**config.mk**
```make
export PLATFORM = sky130hd
export DESIGN_NAME = kmeans_point_clustering
export DESIGN_NICKNAME = d
export VERILOG_FILES = /design/src/rtl/kmc_pkg.sv /design/src/rtl/kmeans_point_clustering.sv /design/src/rtl/kmc_front.sv /design/src/rtl/kmc_back.sv
export SDC_FILE = /design/constraint.sdc
export NUM_CORES = 2
export LEC_CHECK = 0
export ABC_AREA = 1
export BUFFER_PORTS_ARGS = -buffer_cell sky130_fd_sc_hd__buf_2
export CORE_MARGIN = 8
export CORE_UTILIZATION = 25
export DETAILED_ROUTE_END_ITERATION = 7
export PLACE_DENSITY = 0.35
export SYNTH_ARGS = -nofsm -noshare
export SYNTH_HDL_FRONTEND = slang
export SYNTH_SLANG_ARGS = --single-unit
```
**constraint.sdc**
```tcl
create_clock -name i_clk -period 6.58 [get_ports i_clk]
set_clock_uncertainty 0.1 [all_clocks]
set_input_delay 0.329 -clock i_clk [delete_from_list [all_inputs] [get_ports i_clk]]
set_output_delay 0.329 -clock i_clk [all_outputs]
set_load 0.02 [all_outputs]
```
**src/rtl/kmc_pkg.sv**
```systemverilog
// Shared constants and types for the k-means clustering block.
`timescale 1ns / 1ps
package kmc_pkg;
    localparam int MAX_POINTS   = 48;
    localparam int MAX_CLUSTERS = 8;
    localparam int COORD_BITS   = 16;
    localparam int PIDX_BITS    = $clog2(MAX_POINTS);
    localparam int PCNT_BITS    = $clog2(MAX_POINTS + 1);
    localparam int CIDX_BITS    = $clog2(MAX_CLUSTERS);
    localparam int SUM_BITS     = COORD_BITS + PCNT_BITS;
    localparam int DIST_BITS    = 2 * COORD_BITS + 1;

    localparam logic [1:0] FUNC_LOAD_POINT = 2'd0;
    localparam logic [1:0] FUNC_LOAD_SEED  = 2'd1;
    localparam logic [1:0] FUNC_START      = 2'd2;

    localparam logic [0:0] REG_CLUSTER_COUNT = 1'd0;
    localparam logic [0:0] REG_MAX_PASSES    = 1'd1;

    // Command handed from the front to the back through the queue
    typedef struct packed {
        logic [1:0]            func;
        logic [2:0]            slot;
        logic [COORD_BITS-1:0] x;
        logic [COORD_BITS-1:0] y;
    } t_cmd;
endpackage

```
**src/rtl/kmeans_point_clustering.sv**
```systemverilog
// Top level of the k-means point clustering block.
// Load beats: accepted one per cycle while the queue has room, retired by the back end while idle.
// Start: each pass assigns every point to its nearest centroid, then divides the sums per cluster and
// checks convergence; point results follow, then centroid results one per cycle when ready.
// Throughput is set by the distance loop and the bit-serial divider.
// Synchronous active-low reset clears control and centroids and loads the register defaults.
`timescale 1ns / 1ps
module kmeans_point_clustering (
    input  logic        i_clk,
    input  logic        i_rst_n,
    input  logic        i_cfg_we,
    input  logic [0:0]  i_cfg_index,
    input  logic [7:0]  i_cfg_data,
    input  logic        i_valid,
    output logic        o_ready,
    input  logic [1:0]  i_func,
    input  logic [2:0]  i_slot,
    input  logic [15:0] i_coord_x,
    input  logic [15:0] i_coord_y,
    output logic        o_valid,
    input  logic        i_ready,
    output logic        o_kind,
    output logic [5:0]  o_item_index,
    output logic [2:0]  o_cluster_id,
    output logic [15:0] o_centre_x,
    output logic [15:0] o_centre_y,
    output logic        o_converged,
    output logic [7:0]  o_passes_used,
    output logic        o_last
);
    logic [3:0] r_cluster_count;
    logic [7:0] r_max_passes;
    logic cmd_valid, cmd_ready;
    kmc_pkg::t_cmd cmd;

    // Configuration registers
    always_ff @(posedge i_clk) begin
        if (!i_rst_n) begin
            r_cluster_count <= 4'd4;
            r_max_passes    <= 8'd64;
        end else if (i_cfg_we) begin
            if (i_cfg_index == kmc_pkg::REG_CLUSTER_COUNT) r_cluster_count <= i_cfg_data[3:0];
            else                                           r_max_passes    <= i_cfg_data;
        end
    end

    kmc_front u_front (
        .i_clk, .i_rst_n, .i_valid, .o_ready, .i_func, .i_slot, .i_coord_x, .i_coord_y,
        .o_cmd_valid(cmd_valid), .i_cmd_ready(cmd_ready), .o_cmd(cmd)
    );

    kmc_back u_back (
        .i_clk, .i_rst_n,
        .i_cluster_count(r_cluster_count), .i_max_passes(r_max_passes),
        .i_cmd_valid(cmd_valid), .o_cmd_ready(cmd_ready), .i_cmd(cmd),
        .o_valid, .i_ready, .o_kind, .o_item_index, .o_cluster_id,
        .o_centre_x, .o_centre_y, .o_converged, .o_passes_used, .o_last
    );
endmodule

```
**src/rtl/kmc_front.sv**
```systemverilog
// Front end: accepts input beats, drops unused codes, queues commands.
`timescale 1ns / 1ps
module kmc_front (
    input  logic               i_clk,
    input  logic               i_rst_n,
    input  logic               i_valid,
    output logic               o_ready,
    input  logic [1:0]         i_func,
    input  logic [2:0]         i_slot,
    input  logic [15:0]        i_coord_x,
    input  logic [15:0]        i_coord_y,
    output logic               o_cmd_valid,
    input  logic               i_cmd_ready,
    output kmc_pkg::t_cmd      o_cmd
);
    kmc_pkg::t_cmd r_q [2];
    logic r_wp, r_rp;
    logic [1:0] r_cnt;
    logic push, pop, useful;

    assign useful      = (i_func == kmc_pkg::FUNC_LOAD_POINT) ||
                         (i_func == kmc_pkg::FUNC_LOAD_SEED) ||
                         (i_func == kmc_pkg::FUNC_START);
    assign o_ready     = (r_cnt != 2'd2);
    assign push        = i_valid && o_ready && useful;
    assign o_cmd_valid = (r_cnt != 2'd0);
    assign pop         = o_cmd_valid && i_cmd_ready;
    assign o_cmd       = r_q[r_rp];

    // Two-entry command queue
    always_ff @(posedge i_clk) begin
        if (!i_rst_n) begin
            r_wp  <= 1'b0;
            r_rp  <= 1'b0;
            r_cnt <= 2'd0;
        end else begin
            if (push) r_wp <= ~r_wp;
            if (pop) r_rp <= ~r_rp;
            r_cnt <= r_cnt + {1'b0, push} - {1'b0, pop};
        end
    end

    always_ff @(posedge i_clk) begin
        if (push) begin
            r_q[r_wp] <= '{func: i_func, slot: i_slot, x: i_coord_x, y: i_coord_y};
        end
    end
endmodule

```
**src/rtl/kmc_back.sv**
```systemverilog
// Back end: point store, Lloyd passes, centroid update, result stream.
`timescale 1ns / 1ps
module kmc_back (
    input  logic                i_clk,
    input  logic                i_rst_n,
    input  logic [3:0]          i_cluster_count,
    input  logic [7:0]          i_max_passes,
    input  logic                i_cmd_valid,
    output logic                o_cmd_ready,
    input  kmc_pkg::t_cmd       i_cmd,
    output logic                o_valid,
    input  logic                i_ready,
    output logic                o_kind,
    output logic [5:0]          o_item_index,
    output logic [2:0]          o_cluster_id,
    output logic [15:0]         o_centre_x,
    output logic [15:0]         o_centre_y,
    output logic                o_converged,
    output logic [7:0]          o_passes_used,
    output logic                o_last
);
    localparam int CB = kmc_pkg::COORD_BITS;
    localparam int PB = kmc_pkg::PIDX_BITS;
    localparam int NB = kmc_pkg::PCNT_BITS;
    localparam int KB = kmc_pkg::CIDX_BITS;
    localparam int SB = kmc_pkg::SUM_BITS;
    localparam int DB = kmc_pkg::DIST_BITS;
    localparam int NC = kmc_pkg::MAX_CLUSTERS;

    localparam logic [3:0] S_IDLE  = 4'd0;
    localparam logic [3:0] S_PRD   = 4'd1;  // issue point read
    localparam logic [3:0] S_PWAIT = 4'd2;  // point data arrives
    localparam logic [3:0] S_DIST  = 4'd3;  // square stage, one centroid at a time
    localparam logic [3:0] S_ACC   = 4'd4;  // compare distance, or accumulate into best cluster
    localparam logic [3:0] S_DIV   = 4'd5;  // restoring division per cluster
    localparam logic [3:0] S_CHK   = 4'd6;  // quotient write-back and convergence check
    localparam logic [3:0] S_ORD   = 4'd7;  // read cluster id for output
    localparam logic [3:0] S_OPT   = 4'd8;  // point result out
    localparam logic [3:0] S_OCT   = 4'd9;  // centroid result out
    localparam logic [3:0] S_SQ    = 4'd10; // difference stage

    logic [3:0] r_st;
    logic [CB-1:0] r_px [kmc_pkg::MAX_POINTS];
    logic [CB-1:0] r_py [kmc_pkg::MAX_POINTS];
    logic [KB-1:0] r_pc [kmc_pkg::MAX_POINTS];
    logic [CB-1:0] r_rx, r_ry;
    logic [KB-1:0] r_rc;
    logic [NB-1:0] r_npts;
    logic [CB-1:0] r_cx [NC], r_cy [NC], r_qx [NC], r_qy [NC];
    logic [SB-1:0] r_sx [NC], r_sy [NC];
    logic [NB-1:0] r_mc [NC];
    logic          r_pv;
    logic [KB:0]   r_k;
    logic [7:0]    r_lim, r_pass;
    logic [PB-1:0] r_pi;
    logic [KB:0]   r_j;
    logic [KB-1:0] r_best;
    logic [DB-1:0] r_bd;
    logic [CB-1:0] r_dx, r_dy;
    logic [2*CB-1:0] r_ax, r_ay;
    logic          r_sqv;
    logic [KB-1:0] r_sqj;
    logic [SB-1:0] r_nx, r_ny, r_remx, r_remy;
    logic [SB-1:0] r_quox, r_quoy;
    logic [$clog2(SB+1)-1:0] r_bit;
    logic          r_conv;
    logic          r_ov;
    logic          r_okind, r_olast;
    logic [5:0]    r_oidx;
    logic [2:0]    r_ocid;
    logic [15:0]   r_oxo, r_oyo;
    logic          r_oconv;
    logic [7:0]    r_opass;

    logic [KB-1:0] jj;
    logic [DB-1:0] sq_sum;
    logic          out_free;
    logic          out_load;
    logic [SB:0]   trx, try_;
    logic [SB-1:0] shx, shy;
    logic          same;
    logic [KB:0]   kk;
    logic [7:0]    lim;

    assign jj       = r_j[KB-1:0];
    assign sq_sum   = {1'b0, r_ax} + {1'b0, r_ay};
    assign out_free = !r_ov || i_ready;
    assign out_load = out_free && (r_st == S_OPT || r_st == S_OCT);
    assign o_cmd_ready = (r_st == S_IDLE);
    assign kk  = (i_cluster_count == 4'd0) ? (KB+1)'(1) :
                 (i_cluster_count > 4'(NC)) ? (KB+1)'(NC) : (KB+1)'(i_cluster_count);
    assign lim = (i_max_passes == 8'd0) ? 8'd1 : i_max_passes;

    assign shx  = {r_remx[SB-2:0], r_nx[SB-1]};
    assign shy  = {r_remy[SB-2:0], r_ny[SB-1]};
    assign trx  = {1'b0, shx} - {{(SB-NB+1){1'b0}}, r_mc[jj]};
    assign try_ = {1'b0, shy} - {{(SB-NB+1){1'b0}}, r_mc[jj]};

    // Compare current and previous centroids for active clusters
    always_comb begin
        same = 1'b1;
        for (int c = 0; c < NC; c++) begin
            if (c < r_k && (r_cx[c] != r_qx[c] || r_cy[c] != r_qy[c])) same = 1'b0;
        end
    end

    // Point memories, registered read
    always_ff @(posedge i_clk) begin
        if (r_st == S_IDLE && i_cmd_valid && i_cmd.func == kmc_pkg::FUNC_LOAD_POINT
            && r_npts < NB'(kmc_pkg::MAX_POINTS)) begin
            r_px[r_npts[PB-1:0]] <= i_cmd.x;
            r_py[r_npts[PB-1:0]] <= i_cmd.y;
        end
        if (r_st == S_ACC) r_pc[r_pi] <= r_best;
        r_rx <= r_px[r_pi];
        r_ry <= r_py[r_pi];
        r_rc <= r_pc[r_pi];
    end

    // Output valid: raise on a new beat, drop once the beat is taken
    always_ff @(posedge i_clk) begin
        if (!i_rst_n) begin
            r_ov <= 1'b0;
        end else if (out_load) begin
            r_ov <= 1'b1;
        end else if (i_ready) begin
            r_ov <= 1'b0;
        end
    end

    // Sequencer and datapath
    always_ff @(posedge i_clk) begin
        if (!i_rst_n) begin
            r_st   <= S_IDLE;
            r_npts <= '0;
            r_pv   <= 1'b0;
            r_sqv  <= 1'b0;
            for (int c = 0; c < NC; c++) begin
                r_cx[c] <= '0; r_cy[c] <= '0; r_qx[c] <= '0; r_qy[c] <= '0;
                r_sx[c] <= '0; r_sy[c] <= '0; r_mc[c] <= '0;
            end
        end else begin
            case (r_st)
                S_IDLE: begin
                    if (i_cmd_valid) begin
                        case (i_cmd.func)
                            kmc_pkg::FUNC_LOAD_POINT: begin
                                if (r_npts < NB'(kmc_pkg::MAX_POINTS)) r_npts <= r_npts + 1'b1;
                            end
                            kmc_pkg::FUNC_LOAD_SEED: begin
                                r_cx[i_cmd.slot[KB-1:0]] <= i_cmd.x;
                                r_cy[i_cmd.slot[KB-1:0]] <= i_cmd.y;
                            end
                            kmc_pkg::FUNC_START: begin
                                r_k    <= kk;
                                r_lim  <= lim;
                                r_pass <= 8'd1;
                                r_pv   <= 1'b0;
                                r_pi   <= '0;
                                for (int c = 0; c < NC; c++) begin
                                    r_sx[c] <= '0; r_sy[c] <= '0; r_mc[c] <= '0;
                                end
                                r_st <= (r_npts == '0) ? S_DIV : S_PRD;
                                r_j  <= '0;
                                r_bit <= '0;
                            end
                            default: ;
                        endcase
                    end
                end
                S_PRD: r_st <= S_PWAIT;
                S_PWAIT: begin
                    r_j   <= '0;
                    r_sqv <= 1'b0;
                    r_st  <= S_SQ;
                end
                S_SQ: begin
                    // difference stage, then square stage, then compare
                    if (r_j < r_k) begin
                        r_dx <= (r_rx > r_cx[jj]) ? r_rx - r_cx[jj] : r_cx[jj] - r_rx;
                        r_dy <= (r_ry > r_cy[jj]) ? r_ry - r_cy[jj] : r_cy[jj] - r_ry;
                        r_j  <= r_j + 1'b1;
                        r_sqj <= jj;
                    end
                    r_sqv <= (r_j < r_k);
                    r_st  <= S_DIST;
                end
                S_DIST: begin
                    r_ax <= r_dx * r_dx;
                    r_ay <= r_dy * r_dy;
                    if (r_sqv) begin
                        r_st <= S_ACC;
                    end else begin
                        r_st <= S_ACC;
                    end
                end
                S_ACC: begin
                    if (r_sqv) begin
                        if (r_sqj == '0 || sq_sum < r_bd) begin
                            r_bd   <= sq_sum;
                            r_best <= r_sqj;
                        end
                        r_st <= S_SQ;
                    end else begin
                        r_sx[r_best] <= r_sx[r_best] + SB'(r_rx);
                        r_sy[r_best] <= r_sy[r_best] + SB'(r_ry);
                        r_mc[r_best] <= r_mc[r_best] + 1'b1;
                        if (NB'(r_pi) + 1'b1 == r_npts) begin
                            r_j   <= '0;
                            r_bit <= '0;
                            r_st  <= S_DIV;
                        end else begin
                            r_pi <= r_pi + 1'b1;
                            r_st <= S_PRD;
                        end
                    end
                end
                S_DIV: begin
                    // one quotient bit per cycle for both axes
                    if (r_bit == '0) begin
                        r_nx <= r_sx[jj]; r_ny <= r_sy[jj];
                        r_remx <= '0; r_remy <= '0;
                        r_bit <= r_bit + 1'b1;
                    end else begin
                        r_nx <= {r_nx[SB-2:0], 1'b0};
                        r_ny <= {r_ny[SB-2:0], 1'b0};
                        r_remx <= trx[SB] ? shx : trx[SB-1:0];
                        r_remy <= try_[SB] ? shy : try_[SB-1:0];
                        r_quox <= {r_quox[SB-2:0], ~trx[SB]};
                        r_quoy <= {r_quoy[SB-2:0], ~try_[SB]};
                        if (r_bit == SB) begin
                            r_bit <= '0;
                            r_st  <= S_CHK;
                        end else begin
                            r_bit <= r_bit + 1'b1;
                        end
                    end
                end
                S_CHK: begin
                    if (r_j < r_k) begin
                        // write back this cluster's quotients, then next cluster
                        r_cx[jj] <= (r_mc[jj] == '0) ? '0 : r_quox[CB-1:0];
                        r_cy[jj] <= (r_mc[jj] == '0) ? '0 : r_quoy[CB-1:0];
                        r_j  <= r_j + 1'b1;
                        r_st <= ((r_j + 1'b1) < r_k) ? S_DIV : S_CHK;
                    end else begin
                        r_j <= '0;
                        if (r_pv && same) begin
                            r_conv <= 1'b1;
                            r_pi   <= '0;
                            r_st   <= (r_npts == '0) ? S_OCT : S_ORD;
                        end else begin
                            for (int c = 0; c < NC; c++) begin
                                if (c < r_k) begin r_qx[c] <= r_cx[c]; r_qy[c] <= r_cy[c]; end
                            end
                            r_pv <= 1'b1;
                            if (r_pass >= r_lim) begin
                                r_conv <= 1'b0;
                                r_pi   <= '0;
                                r_st   <= (r_npts == '0) ? S_OCT : S_ORD;
                            end else begin
                                r_pass <= r_pass + 1'b1;
                                r_pi   <= '0;
                                for (int c = 0; c < NC; c++) begin
                                    r_sx[c] <= '0; r_sy[c] <= '0; r_mc[c] <= '0;
                                end
                                r_st <= (r_npts == '0) ? S_DIV : S_PRD;
                            end
                        end
                    end
                end
                S_ORD: r_st <= S_OPT;
                S_OPT: begin
                    if (out_free) begin
                        r_okind <= 1'b0;
                        r_oidx  <= 6'(r_pi);
                        r_ocid  <= 3'(r_rc);
                        r_oxo   <= '0;
                        r_oyo   <= '0;
                        r_oconv <= r_conv;
                        r_opass <= r_pass;
                        r_olast <= 1'b0;
                        if (NB'(r_pi) + 1'b1 == r_npts) begin
                            r_st <= S_OCT;
                        end else begin
                            r_pi <= r_pi + 1'b1;
                            r_st <= S_ORD;
                        end
                    end
                end
                S_OCT: begin
                    if (out_free) begin
                        r_okind <= 1'b1;
                        r_oidx  <= 6'(jj);
                        r_ocid  <= '0;
                        r_oxo   <= r_cx[jj];
                        r_oyo   <= r_cy[jj];
                        r_oconv <= r_conv;
                        r_opass <= r_pass;
                        r_olast <= (r_j + 1'b1 == r_k);
                        r_j     <= r_j + 1'b1;
                        if (r_j + 1'b1 == r_k) r_st <= S_IDLE;
                    end
                end
                default: r_st <= S_IDLE;
            endcase
        end
    end

    assign o_valid       = r_ov;
    assign o_kind        = r_okind;
    assign o_item_index  = r_oidx;
    assign o_cluster_id  = r_ocid;
    assign o_centre_x    = r_oxo;
    assign o_centre_y    = r_oyo;
    assign o_converged   = r_oconv;
    assign o_passes_used = r_opass;
    assign o_last        = r_olast;
endmodule

```
# [After elaboration in Yosys (flattened, before gate mapping)]
# Memory sizes are Yosys's and may differ from the RTL's. A register that Yosys moved wholly into a read port is not among the register bits.
# Cells that the tools add are included.
[totals] regBits=370 ramBits=2666 word_cells=540 mem_count=11
[classes] n_addsub=17 n_mul=2 n_lt_le_gt_ge=16 n_eq_ne=47 mux=261 bitwise=71 reduce_logical=74
[mem_list] name="u_back.r_px" words=48 width=16 rd=1 rd_ports_with_merged_regs=1 wr=1 line="kmc_back.sv:43" rtl="logic [CB-1:0] r_px [kmc_pkg::MAX_POINTS];"
[mem_list] name="u_back.r_py" words=48 width=16 rd=1 rd_ports_with_merged_regs=1 wr=1 line="kmc_back.sv:44" rtl="logic [CB-1:0] r_py [kmc_pkg::MAX_POINTS];"
[mem_list] name="u_back.r_sx" words=8 width=22 rd=2 rd_ports_with_merged_regs=2 wr=8 line="kmc_back.sv:50" rtl="logic [SB-1:0] r_sx [NC], r_sy [NC];"
[mem_list] name="u_back.r_sy" words=8 width=22 rd=2 rd_ports_with_merged_regs=2 wr=8 line="kmc_back.sv:50"
[mem_list] name="u_back.r_pc" words=48 width=3 rd=1 rd_ports_with_merged_regs=1 wr=1 line="kmc_back.sv:45" rtl="logic [KB-1:0] r_pc [kmc_pkg::MAX_POINTS];"
[mem_list] name="u_back.r_cx" words=8 width=16 rd=9 rd_ports_with_merged_regs=1 wr=8 line="kmc_back.sv:49" rtl="logic [CB-1:0] r_cx [NC], r_cy [NC], r_qx [NC], r_qy [NC];"
[mem_list] name="+5 memories"
[ops] cell="$mux W22" count=36
[ops] cell="$mux W16" count=27
[ops] cell="$ne A16 B16 Y1" count=16
[ops] cell="$mux W6" count=25
[ops] cell="$mux W1" count=106
[ops] cell="$mux W4" count=21
[ops] cell="$mul A16 B16 Y32" count=2
[ops] cell="$or A1 B1 Y1" count=64
[ops] cell="$pmux W16 S2" count=2
[ops] cell="$reduce_or A16 Y1" count=4
[ops] cell="$sub A16 B16 Y16" count=4
[ops] cell="$mux W3" count=19
[ops] cell="$sub A22 B6 Y23" count=2
[ops] cell="$add A22 B16 Y22" count=2
[ops] cell="$pmux W4 S11" count=1
[ops] cell="$reduce_or A22 Y1" count=2
[ops] cell="$mux W21" count=2
[ops] cell="$mux W8" count=5
[ops] cell="$add A32 B32 Y33" count=1
[ops] cell="$lt A33 B33 Y1" count=1
[ops] cell="$gt A16 B16 Y1" count=2
[ops] cell="$mux W5" count=6
[ops] cell="$pmux W4 S6" count=1
[ops] cell="$pmux W6 S4" count=1
[ops] cell="53 further kinds" count=136

# [Depth between registers and ports, before layout]
# An unclocked memory read counts as a cell.
[depth] depth_word=20 ltp_mapped=27

# [Cells and area by module]
# From an unflattened synthesis, not the netlist that was laid out.
[unflattened] cells_unflattened=12940 hier_area_um2=147856.8
[by_module_without_submodules] module="kmc_back" instances=1 cells_per_inst=12727 area_each_um2=144304.6 seq_area_each_um2=88454.8
[by_module_without_submodules] module="kmc_front" instances=1 cells_per_inst=152 area_each_um2=3074.2 seq_area_each_um2=2322.2
[by_module_without_submodules] module="kmeans_point_clustering" instances=1 cells_per_inst=61 area_each_um2=478.0 seq_area_each_um2=240.2

# [Worst setup path after synthesis]
# Ideal clock, no wire load.
[synth_timing] path_type="register -> register" start="register u_back.r_dx[13]" end="register u_back.r_ax[24], data pin" arrival_ns=5.442 required_time_ns=6.218 slack_ns=0.776 path_stages_with_launch=21 n_path_buf=2 cell_sequence="edfxtp_1 clkbuf_1 clkbuf_1 nand2_1 fa_1 fa_1 inv_1 fa_1 inv_1 fa_1 fa_1 fa_1 inv_1 ha_1 a21oi_1 inv_1 a31oi_1 o21ai_1 a21boi_0 o21bai_1 xor2_1"
[synth_between] elab_chain_cells=1
[synth_lines] element="start, declared" line="kmc_back.sv:59" rtl="logic [CB-1:0] r_dx, r_dy;"
[synth_lines] element="start signal, assigned" line="kmc_back.sv:180" rtl="r_dx <= (r_rx > r_cx[jj]) ? r_rx - r_cx[jj] : r_cx[jj] - r_rx;"
[synth_lines] element="$mul A16 B16 Y32" line="kmc_back.sv:189" rtl="r_ax <= r_dx * r_dx;"
[synth_lines] element="end signal, assigned" line="kmc_back.sv:189"
[synth_lines] element="end, declared" line="kmc_back.sv:60" rtl="logic [2*CB-1:0] r_ax, r_ay;"
# No other way between the ends.
# A chain may end at the register's enable or synchronous reset.

# [Final worst setup path]
[layout_timing] start="register u_back.r_dy[9]" end="register u_back.r_ay[24], data pin"
[layout_between] elab_chain_cells=1
[layout_lines] element="start, declared" line="kmc_back.sv:59"
[layout_lines] element="start signal, assigned" line="kmc_back.sv:181" rtl="r_dy <= (r_ry > r_cy[jj]) ? r_ry - r_cy[jj] : r_cy[jj] - r_ry;"
[layout_lines] element="$mul A16 B16 Y32" line="kmc_back.sv:190" rtl="r_ay <= r_dy * r_dy;"
[layout_lines] element="end signal, assigned" line="kmc_back.sv:190"
[layout_lines] element="end, declared" line="kmc_back.sv:60"
# No other way between the ends.

==> metrics.csv <==
stage,metric,value,unit
synth,dominantRegCellSynth,edfxtp_1,
synth,synthMuxAreaShare,0.365,%
worst_setup_path,critPathKind,flop to flop,
clocking,clk_path_buf_depth,4,
synth,syn-num-nets,13843,
synth,yosys.area.top_type,edfxtp_1,
synth,synth-simple-area-share,11.3,%
sta,tightest_slew,1230,ps
layout,final_area,172000,µm²
sta,rsz0062_at_grt,false,
sta,period_needed,6220,ps
sta,hold_violations,0,
synth,syn_area,147000,µm²
global_route,grt_max_degree,95,
placed_design,place_congestion,0.819,
worst_setup_path,crit_path_end_kind,flop,
synth,synth_top_family_by_area,simple AND/OR/NAND/NOR gates,
global_route,grt_pass1_vias,100952,
floorplan,die_h,783,µm
routing,drt-wirelength-per-cell,25.3,µm
global_route,grt-ovfl-total,0,
worst_setup_path,ff2ff_path_depth,22,
synth,ys_async_sr_fraction,0,%
synth,ys.warnings.count,0,
placed_design,dp_cells,20754,
clocking,h-tree-depth,5,
sta,setup-tns-final,0,ps
clocking,numCtsBuffers,372,
synth,yosysMostFrequentCell,edfxtp_1,
sta,setup_viol,0,
clocking,clkTransAtPathRegs,60,ps
worst_setup_path,r2r_setup_slack,360,ps
layout,area_delta_synth_final,16.7,%
placed_design,port_buffers,104,
flow_run,cap_violations,0,
layout,drive_gt1_share,8.99,%
synth,synth-seq-cells,3076,
synth,synth_area_leaders,"edfxtp_1 (60%), nand2_1 (5.4%), fa_1 (4.6%), nor2_1 (3.9%), inv_1 (3.8%)",
power_and_ir_drop,finalPower,0.0668,W
global_route,grt_pass1_wl,772000,µm
synth,synth_compound_area_share,10.5,%
worst_setup_path,required,7160,ps
placed_design,dp_hpwl,348000,µm
worst_setup_path,cp_data_arrival_time,6800,ps
layout,final_nets,14195,
sta,drv_slew,0,
global_route,grt_usage,17.2,%
worst_hold_path,min_path_type,primary input to flop,
synth,synth_edf_count,2941,
synth,syn_inst,13067,
global_route,antenna_found_initial,30,
floorplan,fp-row-count,282,
synth,synth_xor_area_share,2.43,%
floorplan,initial_core_util,25.0,%
routing,drcViolationCount,0,
power_and_ir_drop,p_per_area,388,nW/µm²
routing,vias_per_cell,4.62,
outcome,outcome,"finished, final reports clean",
routing,wirelength,545000,µm
layout,layout.cells.non_filler,21553,
floorplan,die_w,783,µm
sta,hold_ws,219,ps
power_and_ir_drop,leakage,63.9,nW
routing,drt_first_iter_violations,7686,
synth,synth.distinct_cells,65,
clocking,clock_latency,1030,ps
synth,synth_top_area_share,60.0,%
clocking,cts_setup_buffers,0,
sta,relSlewSlack,17.2,%
worst_setup_path,critPathLaunchType,flop,
synth,synth_common_cells,"edfxtp_1 (2941), nand2_1 (2127), nor2_1 (1536)",
sta,fmax,0.161,GHz
clocking,clock_sinks,3076,
placed_design,postPlaceCellArea,159000,µm²
power_and_ir_drop,vdd_drop_max,0.371,mV
floorplan,core-area,588000,µm²
worst_hold_path,min_delay_path_depth,4,
floorplan,ioPinCount,105,
clocking,cts_root_buffer,clkbuf_16,
floorplan,die_area,614000,µm²
routing,vias,99575,
synth,synth-seq-area-share,61.8,%
routing,ant_nets,0,
sta,finalCritPeriodShare,94.6,%
synth,synth_fa_ha_area_share,7.87,%
worst_setup_path,critPathMaxFanout,7,
synth,synth_area_per_cell,11.3,µm²
routing,first_pass_iters,5,
clocking,tritoncts,yes,
[placed cells by master (no fill, tap or decap), types with 15 or more instances in the layout]
cell type,netlist,routed
a211oi_1,16,16
a21oi_1,626,626
a21oi_4,30,30
a221oi_1,211,211
a22o_1,159,159
a22oi_1,191,191
a31oi_1,61,61
buf_12,0,38
buf_2,148,103
buf_4,28,366
bufinv_16,0,19
clkbuf_1,396,106
clkbuf_16,0,378
clkinv_1,7,84
clkinv_2,0,60
dfxtp_1,135,128
dlygate4sd3_1,0,101
edfxtp_1,2941,2941
fa_1,335,335
ha_1,390,390
inv_1,1499,1494
inv_2,19,15
mux2_2,38,38
nand2_1,2127,2116
nand3_1,166,157
nand4_1,221,221
nor2_1,1536,1486
nor2_4,1,49
nor3_1,58,46
nor4_1,17,15
o211ai_1,78,78
o21ai_0,891,882
o21ai_1,94,100
o21bai_1,15,15
o221ai_1,48,48
xnor2_1,260,260
xor2_1,137,137
[cells by family (layout without fill, tap and decap cells)]
kind of cell / after synthesis / in the layout
xor gates and xnor gates: 403 / 403
buffers and inverters: 2156 / 2822
AOI/OAI and AO/OA: 2494 / 2494
and+or+nand+nor: 4164 / 4164
DFF: 3076 / 3076
other: 0 / 10
adders and majority gates: 725 / 725
muxes: 49 / 49
[through the flow]
stage / worst slack, ps / utilization [%]
3_5_place_dp: 380 / 27.1
2_1_floorplan: 776 / -
5_1_grt: 31.6 / 29.2
4_1_cts: 349 / 29.2
6_report: 358 / 29.2
3_3_place_gp: 355 / 27.1
[where the power goes]
part / switching, W / total [W] / leakage (nW) / internal, W
Sequential: 0.000843 / 0.0242 / 28.8 / 0.0234
Clock: 0.00865 / 0.0201 / 5.69 / 0.0115
Combinational: 0.0163 / 0.0224 / 29.5 / 0.00607
Total: 0.0258 / 0.0668 / 63.9 / 0.0409
[metal layers]
metal  global-route usage (%)  up-vias  share of wire, %  wire length, µm
met5                        0        -            0.0046               25
met4                     3.36        4               2.0            10900
met3                     1.97      544               4.6            24900
met2                     28.1     2217                46           251000
met1                     24.7    50753                47           259000
li1                         -    46057                 -                -
[worst max-delay path, cell delays in order, from the launching register on]
cell and delay (ps):
edfxtp_1 530, nand2_1 190, inv_1 80, fa_1 540, inv_1 60, fa_1 530
inv_1 50, fa_1 500, inv_1 60, fa_1 520, inv_1 50, fa_1 470
inv_1 50, fa_1 470, inv_1 40, ha_1 320, a21oi_1 170, inv_1 70
a21oi_1 300, o21ai_1 150, a21boi_0 420, o21bai_1 130, xor2_1 160
[cell type report]
type,instances,area [µm²]
Fill cell,60464,416000
Sequential cell,3076,91000
Antenna cell,10,25.0
Tap cell,7810,9770
Clock inverter,191,1660
Inverter,1525,5790
Multi-Input combinational cell,7835,48500
Clock buffer,497,10000
Timing Repair Buffer,609,5050
[sequential cells by signal, indices dropped and copies added (netlist names), 33 cells and up, named ones only]
register / cells
u_back.r_bd: 33
u_back.r_cx: 128
u_back.r_cy: 128
u_back.r_mc: 48
u_back.r_pc: 144
u_back.r_px: 768
u_back.r_py: 768
u_back.r_qx: 128
u_back.r_qy: 128
u_back.r_sx: 176
u_back.r_sy: 176
u_front.r_q: 74
[worst paths after layout]
kind / startpoint / end
max reg2reg: u_back.r_dy[9] / u_back.r_ay[24]
min reg2reg: u_back.r_quox[11] / u_back.r_quox[12]
max: u_back.r_dy[9] / u_back.r_ay[24]
min: i_cfg_data[0] / r_max_passes[0]
[timing repair]
action	CTS	global route
endpoints found under the setup margin	0	0
hold endpoints to repair	117	0
hold buffers	101	0
gates resized for setup	0	0
Note: power is estimated with default switching activity, not from simulation.
